<file path="src/rtl/ic_pkg.sv">
// Shared types and constants for the inversion counter
`default_nettype none

package ic_pkg;

    // default sizing
    localparam int MAX_ELEMENTS_DEF = 64;
    localparam int VALUE_BITS_DEF   = 32;

    // field widths on the ports
    localparam int VALUE_W    = 32;
    localparam int GB_W       = 6;
    localparam int INV_W      = 11;
    localparam int TOTAL_W    = 12;
    localparam int SUM_W      = TOTAL_W + 1;
    localparam int S_TDATA_W  = 32;
    localparam int M_TDATA_W  = 24;
    localparam int M_TUSER_W  = 1;

    // saturation limits
    localparam logic [SUM_W-1:0]   GB_MAX    = SUM_W'(63);
    localparam logic [TOTAL_W-1:0] INV_MAX   = TOTAL_W'(2047);
    localparam logic [SUM_W-1:0]   TOTAL_MAX = SUM_W'(4095);

    // control flags that travel with an item down the chain
    typedef struct packed {
        logic valid;
        logic last;
        logic ovf;
    } item_ctl_t;

endpackage

`default_nettype wire

</file>
<file path="src/rtl/ic_cell.sv">
// One cell of the chain: holds one stored key and counts greater keys for passing items
`default_nettype none

module ic_cell #(
    parameter int KEY_W    = 32,
    parameter int IDX_W    = 6,
    parameter int CELL_IDX = 0
) (
    input  wire                      aclk,
    input  wire                      aresetn,
    input  wire                      adv,
    input  wire ic_pkg::item_ctl_t   in_ctl,
    input  wire [KEY_W-1:0]          in_key,
    input  wire [IDX_W-1:0]          in_idx,
    input  wire [IDX_W-1:0]          in_cnt,
    output ic_pkg::item_ctl_t        out_ctl,
    output logic [KEY_W-1:0]         out_key,
    output logic [IDX_W-1:0]         out_idx,
    output logic [IDX_W-1:0]         out_cnt
);

    localparam logic [IDX_W-1:0] MY_IDX = IDX_W'(CELL_IDX);

    ic_pkg::item_ctl_t  ctl_reg;
    logic [KEY_W-1:0]   key_reg;
    logic [IDX_W-1:0]   idx_reg;
    logic [IDX_W-1:0]   cnt_reg;
    logic [IDX_W-1:0]   cnt_next;
    logic [KEY_W-1:0]   stored_reg;
    logic               is_greater;
    logic               write_en;

    // compare only against keys written earlier in this sequence
    always_comb begin
        is_greater = in_ctl.valid && !in_ctl.ovf && (MY_IDX < in_idx) &&
                     (stored_reg > in_key);
        cnt_next   = in_cnt + IDX_W'(is_greater);
        write_en   = adv && in_ctl.valid && !in_ctl.ovf && (in_idx == MY_IDX);
    end

    // item control flags
    always_ff @(posedge aclk) begin
        if (!aresetn) begin
            ctl_reg <= '0;
        end else if (adv) begin
            ctl_reg <= in_ctl;
        end
    end

    // item payload
    always_ff @(posedge aclk) begin
        if (adv) begin
            key_reg <= in_key;
            idx_reg <= in_idx;
            cnt_reg <= cnt_next;
        end
    end

    // the key held by this cell
    always_ff @(posedge aclk) begin
        if (write_en) begin
            stored_reg <= in_key;
        end
    end

    assign out_ctl = ctl_reg;
    assign out_key = key_reg;
    assign out_idx = idx_reg;
    assign out_cnt = cnt_reg;

endmodule

`default_nettype wire

</file>
<file path="config.mk">
export PLATFORM = sky130hd
export DESIGN_NAME = ic_cell
export DESIGN_NICKNAME = d
export VERILOG_FILES = /design/src/rtl/ic_pkg.sv /design/src/rtl/ic_cell.sv
export SDC_FILE = /design/constraint.sdc
export NUM_CORES = 1
export LEC_CHECK = 0
export BUFFER_PORTS_ARGS = -buffer_cell sky130_fd_sc_hd__buf_2
export CORE_ASPECT_RATIO = 1.25
export CORE_MARGIN = 2
export CORE_UTILIZATION = 55
export DETAILED_ROUTE_END_ITERATION = 8
export HOLD_SLACK_MARGIN = 0.12
export PLACE_DENSITY = 0.84
export REMOVE_ABC_BUFFERS = 1
export SLEW_MARGIN = 0
export SYNTH_ARGS = -nofsm -noshare
export SYNTH_HDL_FRONTEND = slang
export SYNTH_SLANG_ARGS = --single-unit
</file>
<file path="constraint.sdc">
create_clock -name aclk -period 7 [get_ports aclk]
set_input_delay 0 -clock aclk [delete_from_list [all_inputs] [get_ports aclk]]
set_output_delay 0 -clock aclk [all_outputs]
set_load 0.01 [all_outputs]
</file>
==> run_results.csv <==
group,metric,value,unit
clocking,htree_levels,3,
route,vias,2317,
grt,busiest_layer,"met2",
logic_synthesis,syn_avg_cell_area,15.5,um2
floorplan,core,5820,um2
logic_synthesis,synthTopCellsByArea,"edfxtp_1, ha_1, inv_1, a21oi_1, dfxtp_1",
clocking,clk_latency,0.35,ns
logic_synthesis,ys_warn_count,0,
floorplan,dieWidth,73.4,um
floorplan,die_h,90.7,um
place,hpwl,4.55,mm
logic_synthesis,synth_xor_area_share,1.06,%
place,place_congestion,0.819,
route,drt_iter0_drc,80,
power,power_density,214,nW/um2
logic_synthesis,ys_ff_latch,79,
clocking,tritoncts,"built",
grt,first_global_vias,2516,
route,postRouteAntennaNets,0,
grt,overflow,0,
sta,tightestPinTransition,0.705,ns
sta,setup_viol,0,
power,vdd_drop_max,0.204,mV
run_status,status,"finished clean",
worst_setup_path,cp.arrival,3.34,ns
min_path,hold_path_class,"in -> reg",
sta,setup_slack,3.76,ns
logic_synthesis,syn_inst,214,
final_layout,syn_to_final_growth,38.4,%
final_layout,diodes,0,
sta,hold_viol,0,
clocking,cts.path.max_buffers,2,
worst_setup_path,crit_required,7.10,ns
worst_setup_path,cp_max_fo,3,
logic_synthesis,synth_common_cells,"edfxtp_1, ha_1, inv_1, a21oi_1, nand2_1",
logic_synthesis,ys_seq_area_share,70.8,%
power,total_leakage_power,2.01,nW
flow_run,maxCapViolations,0,
logic_synthesis,netlist_area,3310,um2
sta,slew_headroom,53.0,%
final_layout,layout-drive-gt1-share,30.7,%
min_path,hold_depth,3,
route,drt_wl_total,7.14,mm
worst_setup_path,reg2reg_to,"out_cnt[5]$_DFFE_PP_",
route,dr.pass1.iters,4,
worst_setup_path,reg2reg_slack,3.76,ns
logic_synthesis,synthSimpleGateAreaFrac,6.05,%
min_path,hold_path_end,"stored_reg[19]$_DFFE_PP_",
worst_setup_path,end_kind,"register",
grt,met3_usage,6.03,%
worst_setup_path,reg2reg_depth,11,
clocking,cts_buffers,9,
place,pre_cts_ws,4.39,ns
clocking,clockRootBuffer,"clkbuf_8",
final_layout,nNetsFinal,457,
floorplan,boundaryPins,97,
logic_synthesis,synth_cell_types,25,
sta,finalCritPeriodShare,46.3,%
grt,grt_usage,23.1,%
place,io_buffer_count,96,
worst_setup_path,timing.rr.start,"stored_reg[11]$_DFFE_PP_",
sta,setup_tns,0,ns
grt,grt_pass1_wl,11.4,mm
worst_setup_path,startpoint_type,"register",
floorplan,die_area,6650,um2
sta,maxSlewViolCount,0,
grt,grt_start_max_net_pins,48,
worst_setup_path,criticalPathCategory,"reg -> reg",
logic_synthesis,synth_compound_area_share,4.69,%
route,vias_per_cell,5.22,
logic_synthesis,synth_mux_area_share,0.908,%
min_path,min-delay-start,"adv",
sta,rsz0062_at_grt,"false",
sta,finClkSkew,0.00714,ns
logic_synthesis,synth_edf_count,76,
logic_synthesis,synthArstFlopShare,0,%
sta,fin_crit,3.24,ns
sta,holdWs,0.176,ns
clocking,path_clk_slew,0.08,ns
logic_synthesis,yosysTopAreaCell,"edfxtp_1",
logic_synthesis,yosys.area.top_type_share,69.0,%
sta,max_freq,309,MHz
floorplan,std_cell_rows,31,
logic_synthesis,synthAdderAreaFrac,12.9,%
clocking,cts_sinks,79,
route,wire_per_inst,16.1,um
logic_synthesis,yosysMostFrequentCell,"edfxtp_1",
route,drc,0,
grt,use_met2,41.3,%
grt,grtUsageMet1,24.5,%
logic_synthesis,synth_top_family_by_area,"adder cells",
floorplan,start_util,56.9,%
logic_synthesis,ys.flop_type,"edfxtp_1",
grt,antenna_found_initial,0,
## cell families after synthesis
| kind of cell | Yosys count |
|---|---|
| adders and majority gates | 34 |
| muxes | 3 |
| AOI/OAI and AO/OA | 25 |
| and+or+nand+nor | 37 |
| buffers and inverters | 32 |
| DFF | 79 |
| xor gates and xnor gates | 4 |
## timing repair
item	CTS	global route
hold buffers	50	0
setup buffers	0	0
hold endpoints to repair	79	0
gates resized for setup	0	0
setup endpoints to repair	0	0
## critical path, cell delays in order, from the launching register on
cell,delay [ns]
edfxtp_1,0.37
ha_1,0.33
nand4_1,0.16
nor4_2,0.29
a21boi_0,0.22
o311ai_1,0.10
a21oi_1,0.21
ha_1,0.19
and3_1,0.22
nand3_1,0.15
xnor2_1,0.17
dlygate4sd3_1,0.58
## worst max-delay path by stage
stage                        startpoint                    to  cells past startpoint
6_report       stored_reg[11]$_DFFE_PP_  out_cnt[5]$_DFFE_PP_                     11
5_1_grt        stored_reg[11]$_DFFE_PP_  out_cnt[5]$_DFFE_PP_                     11
4_1_cts        stored_reg[30]$_DFFE_PP_  out_cnt[4]$_DFFE_PP_                     10
3_5_place_dp   stored_reg[30]$_DFFE_PP_  out_cnt[5]$_DFFE_PP_                      9
3_3_place_gp   stored_reg[30]$_DFFE_PP_  out_cnt[5]$_DFFE_PP_                      9
2_1_floorplan  stored_reg[14]$_DFFE_PP_  out_cnt[4]$_DFFE_PP_                     10
## metrics by stage
stage                     utilization, %  cell area (um2)  instances  total power [mW]
after global placement              66.8             3890        378             0.638
after global routing                78.7             4580        444              1.02
after floorplan                        -             3310        214             0.592
after CTS                           78.7             4580        444             0.985
final                               78.7             4580        444             0.981
after detailed placement            66.8             3890        378             0.643
## final cells by class
type | count | area (um2)
inverters | 32 | 120
clock inverters | 6 | 61.3
flip-flops and latches | 79 | 2340
fillers | 361 | 1240
multi-input cells | 103 | 848
repair buffers | 148 | 996
well taps | 66 | 82.6
clock buffers | 10 | 128
## layout by cell type (no fill, tap or decap), types with 2 or more instances in the layout
| master | synthesis | layout |
|---|---|---|
| nor4_2 | 2 | 2 |
| nand3_1 | 7 | 7 |
| nor2b_1 | 5 | 5 |
| nor2_1 | 5 | 4 |
| nand2_1 | 10 | 10 |
| a21oi_1 | 13 | 13 |
| inv_1 | 32 | 32 |
| ha_1 | 34 | 34 |
| edfxtp_1 | 76 | 76 |
| dlygate4sd3_1 | 0 | 50 |
| mux2i_1 | 3 | 3 |
| clkinvlp_4 | 0 | 3 |
| buf_4 | 0 | 2 |
| clkbuf_8 | 0 | 9 |
| buf_2 | 0 | 96 |
| dfxtp_1 | 3 | 3 |
| o21ai_0 | 3 | 3 |
| xor2_1 | 2 | 2 |
| a21o_1 | 2 | 2 |
| a221o_1 | 2 | 2 |
| nand4_1 | 5 | 5 |
| xnor2_1 | 2 | 2 |
## per-layer routing
layer / vias up / wire length [um]
met4: 0 / 165
met1: 1099 / 2570
met2: 93 / 4010
met5: - / 0
li1: 1108 / -
met3: 17 / 391
## power breakdown
| group | switching [mW] | internal [mW] |
|---|---|---|
| registers | 0.00544 | 0.541 |
| clock network | 0.162 | 0.163 |
| logic | 0.0542 | 0.0546 |
| total | 0.222 | 0.759 |
Note: power is estimated with default switching activity, not from simulation.
