## src/rtl/ic_pkg.sv

```systemverilog
// Shared types and constants for the inversion counter
`default_nettype none

package ic_pkg;

    // default sizing
    localparam int MAX_ELEMENTS_DEF = 64;
    localparam int VALUE_BITS_DEF   = 32;

    // field widths on the ports
    localparam int VALUE_W    = 32;
    localparam int GB_W       = 6;
    localparam int INV_W      = 11;
    localparam int TOTAL_W    = 12;
    localparam int SUM_W      = TOTAL_W + 1;
    localparam int S_TDATA_W  = 32;
    localparam int M_TDATA_W  = 24;
    localparam int M_TUSER_W  = 1;

    // saturation limits
    localparam logic [SUM_W-1:0]   GB_MAX    = SUM_W'(63);
    localparam logic [TOTAL_W-1:0] INV_MAX   = TOTAL_W'(2047);
    localparam logic [SUM_W-1:0]   TOTAL_MAX = SUM_W'(4095);

    // control flags that travel with an item down the chain
    typedef struct packed {
        logic valid;
        logic last;
        logic ovf;
    } item_ctl_t;

endpackage

`default_nettype wire

```

## src/rtl/ic_tail.sv

```systemverilog
// Chain tail: running total, saturation and the output register
`default_nettype none

module ic_tail #(
    parameter int IDX_W = 6
) (
    input  wire                              aclk,
    input  wire                              aresetn,
    input  wire ic_pkg::item_ctl_t           in_ctl,
    input  wire [IDX_W-1:0]                  in_cnt,
    output logic                             adv,
    output logic                             m_axis_tvalid,
    input  wire                              m_axis_tready,
    output logic [ic_pkg::M_TDATA_W-1:0]     m_axis_tdata,  // greater_before, inversions, zero pad
    output logic                             m_axis_tlast,
    output logic [ic_pkg::M_TUSER_W-1:0]     m_axis_tuser   // overflow
);

    logic                          m_valid_reg;
    logic [ic_pkg::TOTAL_W-1:0]    total_reg;
    logic [ic_pkg::TOTAL_W-1:0]    total_next;
    logic [ic_pkg::TOTAL_W-1:0]    total_new;
    logic [ic_pkg::SUM_W-1:0]      cnt_ext;
    logic [ic_pkg::SUM_W-1:0]      sum;
    logic [ic_pkg::GB_W-1:0]       gb_reg;
    logic [ic_pkg::GB_W-1:0]       gb_next;
    logic [ic_pkg::INV_W-1:0]      inv_reg;
    logic [ic_pkg::INV_W-1:0]      inv_next;
    logic                          last_reg;
    logic                          ovf_reg;

    // chain moves whenever the output register is free or being emptied
    assign adv = !m_valid_reg || m_axis_tready;

    // running total with saturation, cleared after the last item of a sequence
    always_comb begin
        cnt_ext = ic_pkg::SUM_W'(in_cnt);
        sum     = {1'b0, total_reg} + cnt_ext;
        if (in_ctl.ovf) begin
            total_new = total_reg;
        end else if (sum > ic_pkg::TOTAL_MAX) begin
            total_new = ic_pkg::TOTAL_MAX[ic_pkg::TOTAL_W-1:0];
        end else begin
            total_new = sum[ic_pkg::TOTAL_W-1:0];
        end
        total_next = in_ctl.last ? '0 : total_new;
    end

    // output field saturation
    always_comb begin
        if (in_ctl.ovf) begin
            gb_next = '0;
        end else if (cnt_ext > ic_pkg::GB_MAX) begin
            gb_next = ic_pkg::GB_MAX[ic_pkg::GB_W-1:0];
        end else begin
            gb_next = cnt_ext[ic_pkg::GB_W-1:0];
        end
        if (total_new > ic_pkg::INV_MAX) begin
            inv_next = ic_pkg::INV_MAX[ic_pkg::INV_W-1:0];
        end else begin
            inv_next = total_new[ic_pkg::INV_W-1:0];
        end
    end

    // control state
    always_ff @(posedge aclk) begin
        if (!aresetn) begin
            m_valid_reg <= 1'b0;
            total_reg   <= '0;
        end else if (adv) begin
            m_valid_reg <= in_ctl.valid;
            if (in_ctl.valid) begin
                total_reg <= total_next;
            end
        end
    end

    // result payload
    always_ff @(posedge aclk) begin
        if (adv && in_ctl.valid) begin
            gb_reg   <= gb_next;
            inv_reg  <= inv_next;
            last_reg <= in_ctl.last;
            ovf_reg  <= in_ctl.ovf;
        end
    end

    assign m_axis_tvalid = m_valid_reg;
    assign m_axis_tdata  = ic_pkg::M_TDATA_W'({inv_reg, gb_reg});
    assign m_axis_tlast  = last_reg;
    assign m_axis_tuser  = ovf_reg;

    // total only grows within a sequence
    a_total_grows: assert property (@(posedge aclk) disable iff (!aresetn)
        (adv && in_ctl.valid && !in_ctl.last) |=> (total_reg >= $past(total_reg)))
        else $error("running total decreased inside a sequence");

    // a sequence end clears the total
    a_total_clear: assert property (@(posedge aclk) disable iff (!aresetn)
        (adv && in_ctl.valid && in_ctl.last) |=> (total_reg == '0))
        else $error("running total not cleared after last item");

endmodule

`default_nettype wire

```

## config.mk

```make
export PLATFORM = sky130hd
export DESIGN_NAME = ic_tail
export DESIGN_NICKNAME = d
export VERILOG_FILES = /design/src/rtl/ic_pkg.sv /design/src/rtl/ic_tail.sv
export SDC_FILE = /design/constraint.sdc
export NUM_CORES = 1
export LEC_CHECK = 0
export BUFFER_PORTS_ARGS = -buffer_cell sky130_fd_sc_hd__buf_2
export CORE_ASPECT_RATIO = 1.1
export CORE_MARGIN = 3
export CORE_UTILIZATION = 28
export CTS_BUF_LIST = sky130_fd_sc_hd__clkbuf_2
export DETAILED_ROUTE_END_ITERATION = 8
export PLACE_DENSITY = 0.51
export SLEW_MARGIN = 20
export SYNTH_ARGS = -nofsm -noshare
export SYNTH_HDL_FRONTEND = slang
export SYNTH_SLANG_ARGS = --single-unit
```

## constraint.sdc

```tcl
create_clock -name aclk -period 2.3 [get_ports aclk]
set_input_delay 0.23 -clock aclk [delete_from_list [all_inputs] [get_ports aclk]]
set_output_delay 0.23 -clock aclk [all_outputs]
set_load 0.01 [all_outputs]
```

==> results of run 1 <==
cell usage in the layout, fill, tap and decap left out, drive strengths merged, types with 9 or more instances in the layout:
cell type  netlist  final
dfxtp           13     13
edfxtp          19     19
buf             12     48
nand2           14     14
nor2            17     17
a21oi           12     12
o21ai            9      9
nor2b           10     10
power breakdown:
group | internal [µW] | switching (µW) | leakage, µW
registers | 637 | 7.33 | 0.000295
clock network | 81.3 | 195 | 0.0000306
logic | 69.8 | 103 | 0.000632
worst reg2reg max path, delay by kind of cell, from the launching register on:
kind            cells  cell delay, ns
flops               1            0.36
compound gates      4            1.14
fa+ha+maj           1            0.29
mux                 1            0.35
metal layers:
layer  vias up  track usage
met1       759        0.152
li1        808            -
met3         9       0.0320
met2        39        0.216
met5         -            0
met4         0       0.0541
worst paths after layout:
path | slack, ns | end | cells past startpoint | startpoint
setup / recovery | 0.1 | total_reg[9] | 6 | total_reg[1]
hold / removal | 0.10 | m_axis_tvalid | 3 | in_ctl[2]
setup reg to reg | 0.1 | total_reg[9] | 6 | total_reg[1]
hold reg to reg | 0.51 | total_reg[4] | 1 | total_reg[4]
layout make-up:
class	count	area, µm²
clock inverters	1	3.75
fillers	667	4110
inverters	7	26.3
well taps	80	100
flip-flops and latches	32	832
multi-input cells	149	992
clock buffers	7	35.0
repair buffers	48	280
timing repair:
item,in CTS,in global routing
gates resized for setup,1,8
buffers inserted,0,1
pin swaps,0,0
gates cloned,0,0
setup endpoints to repair,1,16
kinds of logic (layout without fill, tap and decap cells):
| group | Yosys count | in the layout | share of synthesized area |
|---|---|---|---|
| multiplexers | 1 | 1 | 0.00591 |
| AO/OA/AOI/OAI | 58 | 58 | 0.221 |
| flip-flops | 32 | 32 | 0.436 |
| adder cells (fa/ha/maj) | 7 | 7 | 0.0499 |
| XOR/XNOR | 6 | 6 | 0.0276 |
| AND/OR/NAND/NOR | 70 | 70 | 0.189 |
| buffers and inverters | 22 | 63 | 0.0683 |
| other | 1 | 7 | 0.00197 |
per-stage QoR:
stage	util	power (µW)	hold slack, ns	std cells
floorplan	-	774	0.329	203
global route	0.356	1150	0.0875	324
detailed placement	0.344	829	0.477	315
global placement	0.344	828	0.472	315
finish	0.356	1090	0.104	324
CTS	0.351	1110	0.0660	323
==> metrics.yaml, run 1 <==
cts_buffers: 5
crit_slowest_cell: "dfxtp_1"
hold_path_class: "input port to register"
synth-edff-count: 19
hold_buffers: 0
fin_nets: 262
clockBufferDepth: 2
syn_inst: 197
worstPathArrival_ns: 2.52
num_rows: 30
initial_utilization: 0.299
vias_per_cell: 4.98
final_area_mm2: 0.00227
largest_register_ffs: 12
synth.distinct_cells: 48
setup_tns_ns: 0
synth_ff_type: "edfxtp_1"
synth_top_area_frac: 0.299
finalWorstSetupSlack_ns: 0.0957
end_kind: "register"
peakVddDrop_mv: 0.224
yosysSeqAreaShare: 0.436
vias: 1615
setup_viol: 0
gp_congestion: 0.918
yosysTopAreaCell: "edfxtp_1"
ant_nets: 0
async_flop_share: 0
post-dp-hpwl_um: 3530
wl_met1_um: 2080
dieArea_mm2: 0.00783
cp_cell_sequence: "ha_1 -> a211o_1 -> a221o_1 -> a31oi_1 -> mux2_2 -> a211o_1"
tightest_slew_ns: 0.535
worst_path_largest_cell_delay_ns: 0.36
top_layer: "met4"
crit_type: "register to register"
yosysWarnings: 0
grt_max_degree: 27
p_leak_uw: 0.000958
slew_headroom: 0.640
grt_pass1_vias: 1601
fin_crit_sh: 0.958
io_pins: 40
yosysMostFrequentCell: "edfxtp_1"
dr_wl_met2_um: 2210
synth.area.top_cells: "edfxtp_1, dfxtp_1, ha_1"
drtIter0Drc: 69
cts_tree: "built"
drt-wirelength-per-cell_um: 14.3
critPathLaunchType: "register"
fp.dieW_um: 84.7
synth_area_mm2: 0.00191
min_period_ns: 2.20
syn_to_final_growth_pct: 19.1
skew_ns: 0.0347
routed_wl_um: 4630
dr.pass1.iters: 4
synth_seq_cells: 32
clk_pin_slew_ns: 0.18
cts.sinks: 32
h-tree-depth: 2
cts_root_buffer: "clkbuf_2"
drv_cap: 0
insertion_delay_ns: 0.39
track_usage: 0.127
critPathBufInv: 0
cp_max_fo: 4
dp_slack_ns: 0.0149
syn-mean-instance-area_um2: 9.67
diodes: 0
drive_gt1_frac: 0.270
yosys-top-cells-count: "edfxtp_1, nor2_1, nand2_1"
rsz0062_at_grt: "false"
cpLargestDelayFamily: "compound AO/OA/AOI/OAI gates"
status: "completed"
grt_overflow: 0
grt_pass1_wl_um: 7840
finalHoldViolations: 0
required_ns: 2.61
place_area_mm2: 0.00220
io_buffers: 32
maxSlewViolCount: 0
antenna_found_initial: 0
wl_met3_um: 219
p_per_area_mw_per_mm2: 482
cpMostUsedCell: "a211o_1"
core_mm2: 0.00638
chipHeight_um: 92.5
drc: 0
fmax_mhz: 454
(Power assumes the default switching activity.)
==> run 2: changes to the inputs <==
Settings changed: CORE_ASPECT_RATIO 1.1 to 0.6, GPL_TIMING_DRIVEN set to 0, TNS_END_PERCENT set to 5.
==> metrics.yaml, run 2 (same netlist as run 1, synthesis figures left out) <==
finalWorstSetupSlack_ns: -0.0290
crit_type: "register to register"
tightest_slew_ns: 0.531
gp_congestion: 0.917
min_from: "in_ctl[1]"
fp.dieW_um: 113
layout_commonest_cell: "buf_2"
grt_pass1_vias: 1538
clk_pin_slew_ns: 0.18
grt_max_degree: 26
skew_ns: 0.0185
ant_nets: 0
chipHeight_um: 69.9
drtIter0Drc: 147
cts.sinks: 32
syn_to_final_growth_pct: 22.0
stdcell_count: 331
dr.pass1.iters: 5
peakVddDrop_mv: 0.234
num_rows: 22
drt-wirelength-per-cell_um: 15.1
vias_per_cell: 5.06
insertion_delay_ns: 0.37
end_kind: "register"
p_per_area_mw_per_mm2: 479
cts_tree: "built"
diodes: 0
grt_pass1_wl_um: 8110
fmax_mhz: 429
fin_crit_sh: 1.01
post-dp-hpwl_um: 3560
core_mm2: 0.00636
io_pins: 40
p_leak_uw: 0.000974
r2r_end: "total_reg[9]"
final_core_util: 0.366
h-tree-depth: 2
maxSlewViolCount: 0
cts_root_buffer: "clkbuf_2"
initial_utilization: 0.300
setup_viol: 1
dp.cells: 319
final_cell_mix: "buf_2, edfxtp_1, nor2_1"
drv_cap: 0
dieArea_mm2: 0.00786
finalHoldViolations: 0
track_usage: 0.128
whs_path_depth: 1
multi_input_area_mm2: 0.00102
drive_gt1_frac: 0.279
register_area_um2: 833
dp_slack_ns: -0.198
grt_overflow: 0
worstPathArrival_ns: 2.60
cts_buffers: 5
hold_path_class: "input port to register"
min_period_ns: 2.33
r2r_slack_ns: -0.03
clockBufferDepth: 2
vias: 1676
required_ns: 2.57
antenna_found_initial: 0
rsz0062_at_grt: "true"
whs_ns: 0.119
status: "finished, violations left"
io_buffers: 32
fillers: 658
setup_tns_ns: -0.0290
critPathLaunchType: "register"
drc: 0
slew_headroom: 0.645
violations: "negative setup slack"
cp_max_fo: 4
largest_register_ffs: 12
fin_nets: 265
min_to: "m_axis_tlast"
routed_wl_um: 5000
reg2reg_depth: 6
rr_startpoint: "total_reg[2]"
==> run 2: worst max path at each step <==
stage	from	end
6_report	total_reg[2]	total_reg[9]
5_1_grt	total_reg[2]	total_reg[9]
2_1_floorplan	total_reg[1]	total_reg[9]
4_1_cts	total_reg[0]	inv_reg[6]
3_3_place_gp	in_cnt[4]	inv_reg[4]
3_5_place_dp	in_cnt[4]	inv_reg[3]
==> run 2: power by group <==
part | switching (µW) | total, µW | leakage, µW | internal [µW]
clock network | 200 | 283 | 0.0000330 | 83.1
registers | 8.18 | 645 | 0.000296 | 637
logic | 112 | 186 | 0.000645 | 74.0
==> run 2: timing repair <==
action                                  in CTS  in global routing
pin swaps                                    3                  1
cloned                                       0                  1
endpoints found under the setup margin      17                 17
setup buffers                                2                  0
resized for setup                            9                  6
endpoints found under the hold margin        0                  1
hold buffers                                 0                  1
==> run 2: cell type report <==
class,count,area share
Multi-Input combinational cell,149,0.439
Timing Repair Buffer,35,0.0797
Timing Repair inverter,1,0.00323
Inverter,7,0.0129
Clock inverter,1,0.00215
Clock buffer,7,0.0151
Tap cell,84,0.0452
Buffer,15,0.0447
Sequential cell,32,0.358
==> run 2: worst max-delay path, stage by stage (launching register included) <==
cell     delay, ns
dfxtp_1       0.36
ha_1          0.36
o211a_1       0.28
a221o_1       0.41
a31oi_2       0.22
mux2_2        0.35
a211o_1       0.25
==> run 2: per-layer routing <==
layer	share of wire	global-route usage
met5	0	0
met4	0.0088	0.0160
met3	0.087	0.0485
met2	0.35	0.156
met1	0.55	0.210
==> run 2: stage by stage <==
stage,instance area (µm²),total power (µW)
detailed placement,2190,836
floorplan,1930,774
global route,2320,1190
finish,2320,1110
global placement,2190,836
CTS,2280,1130
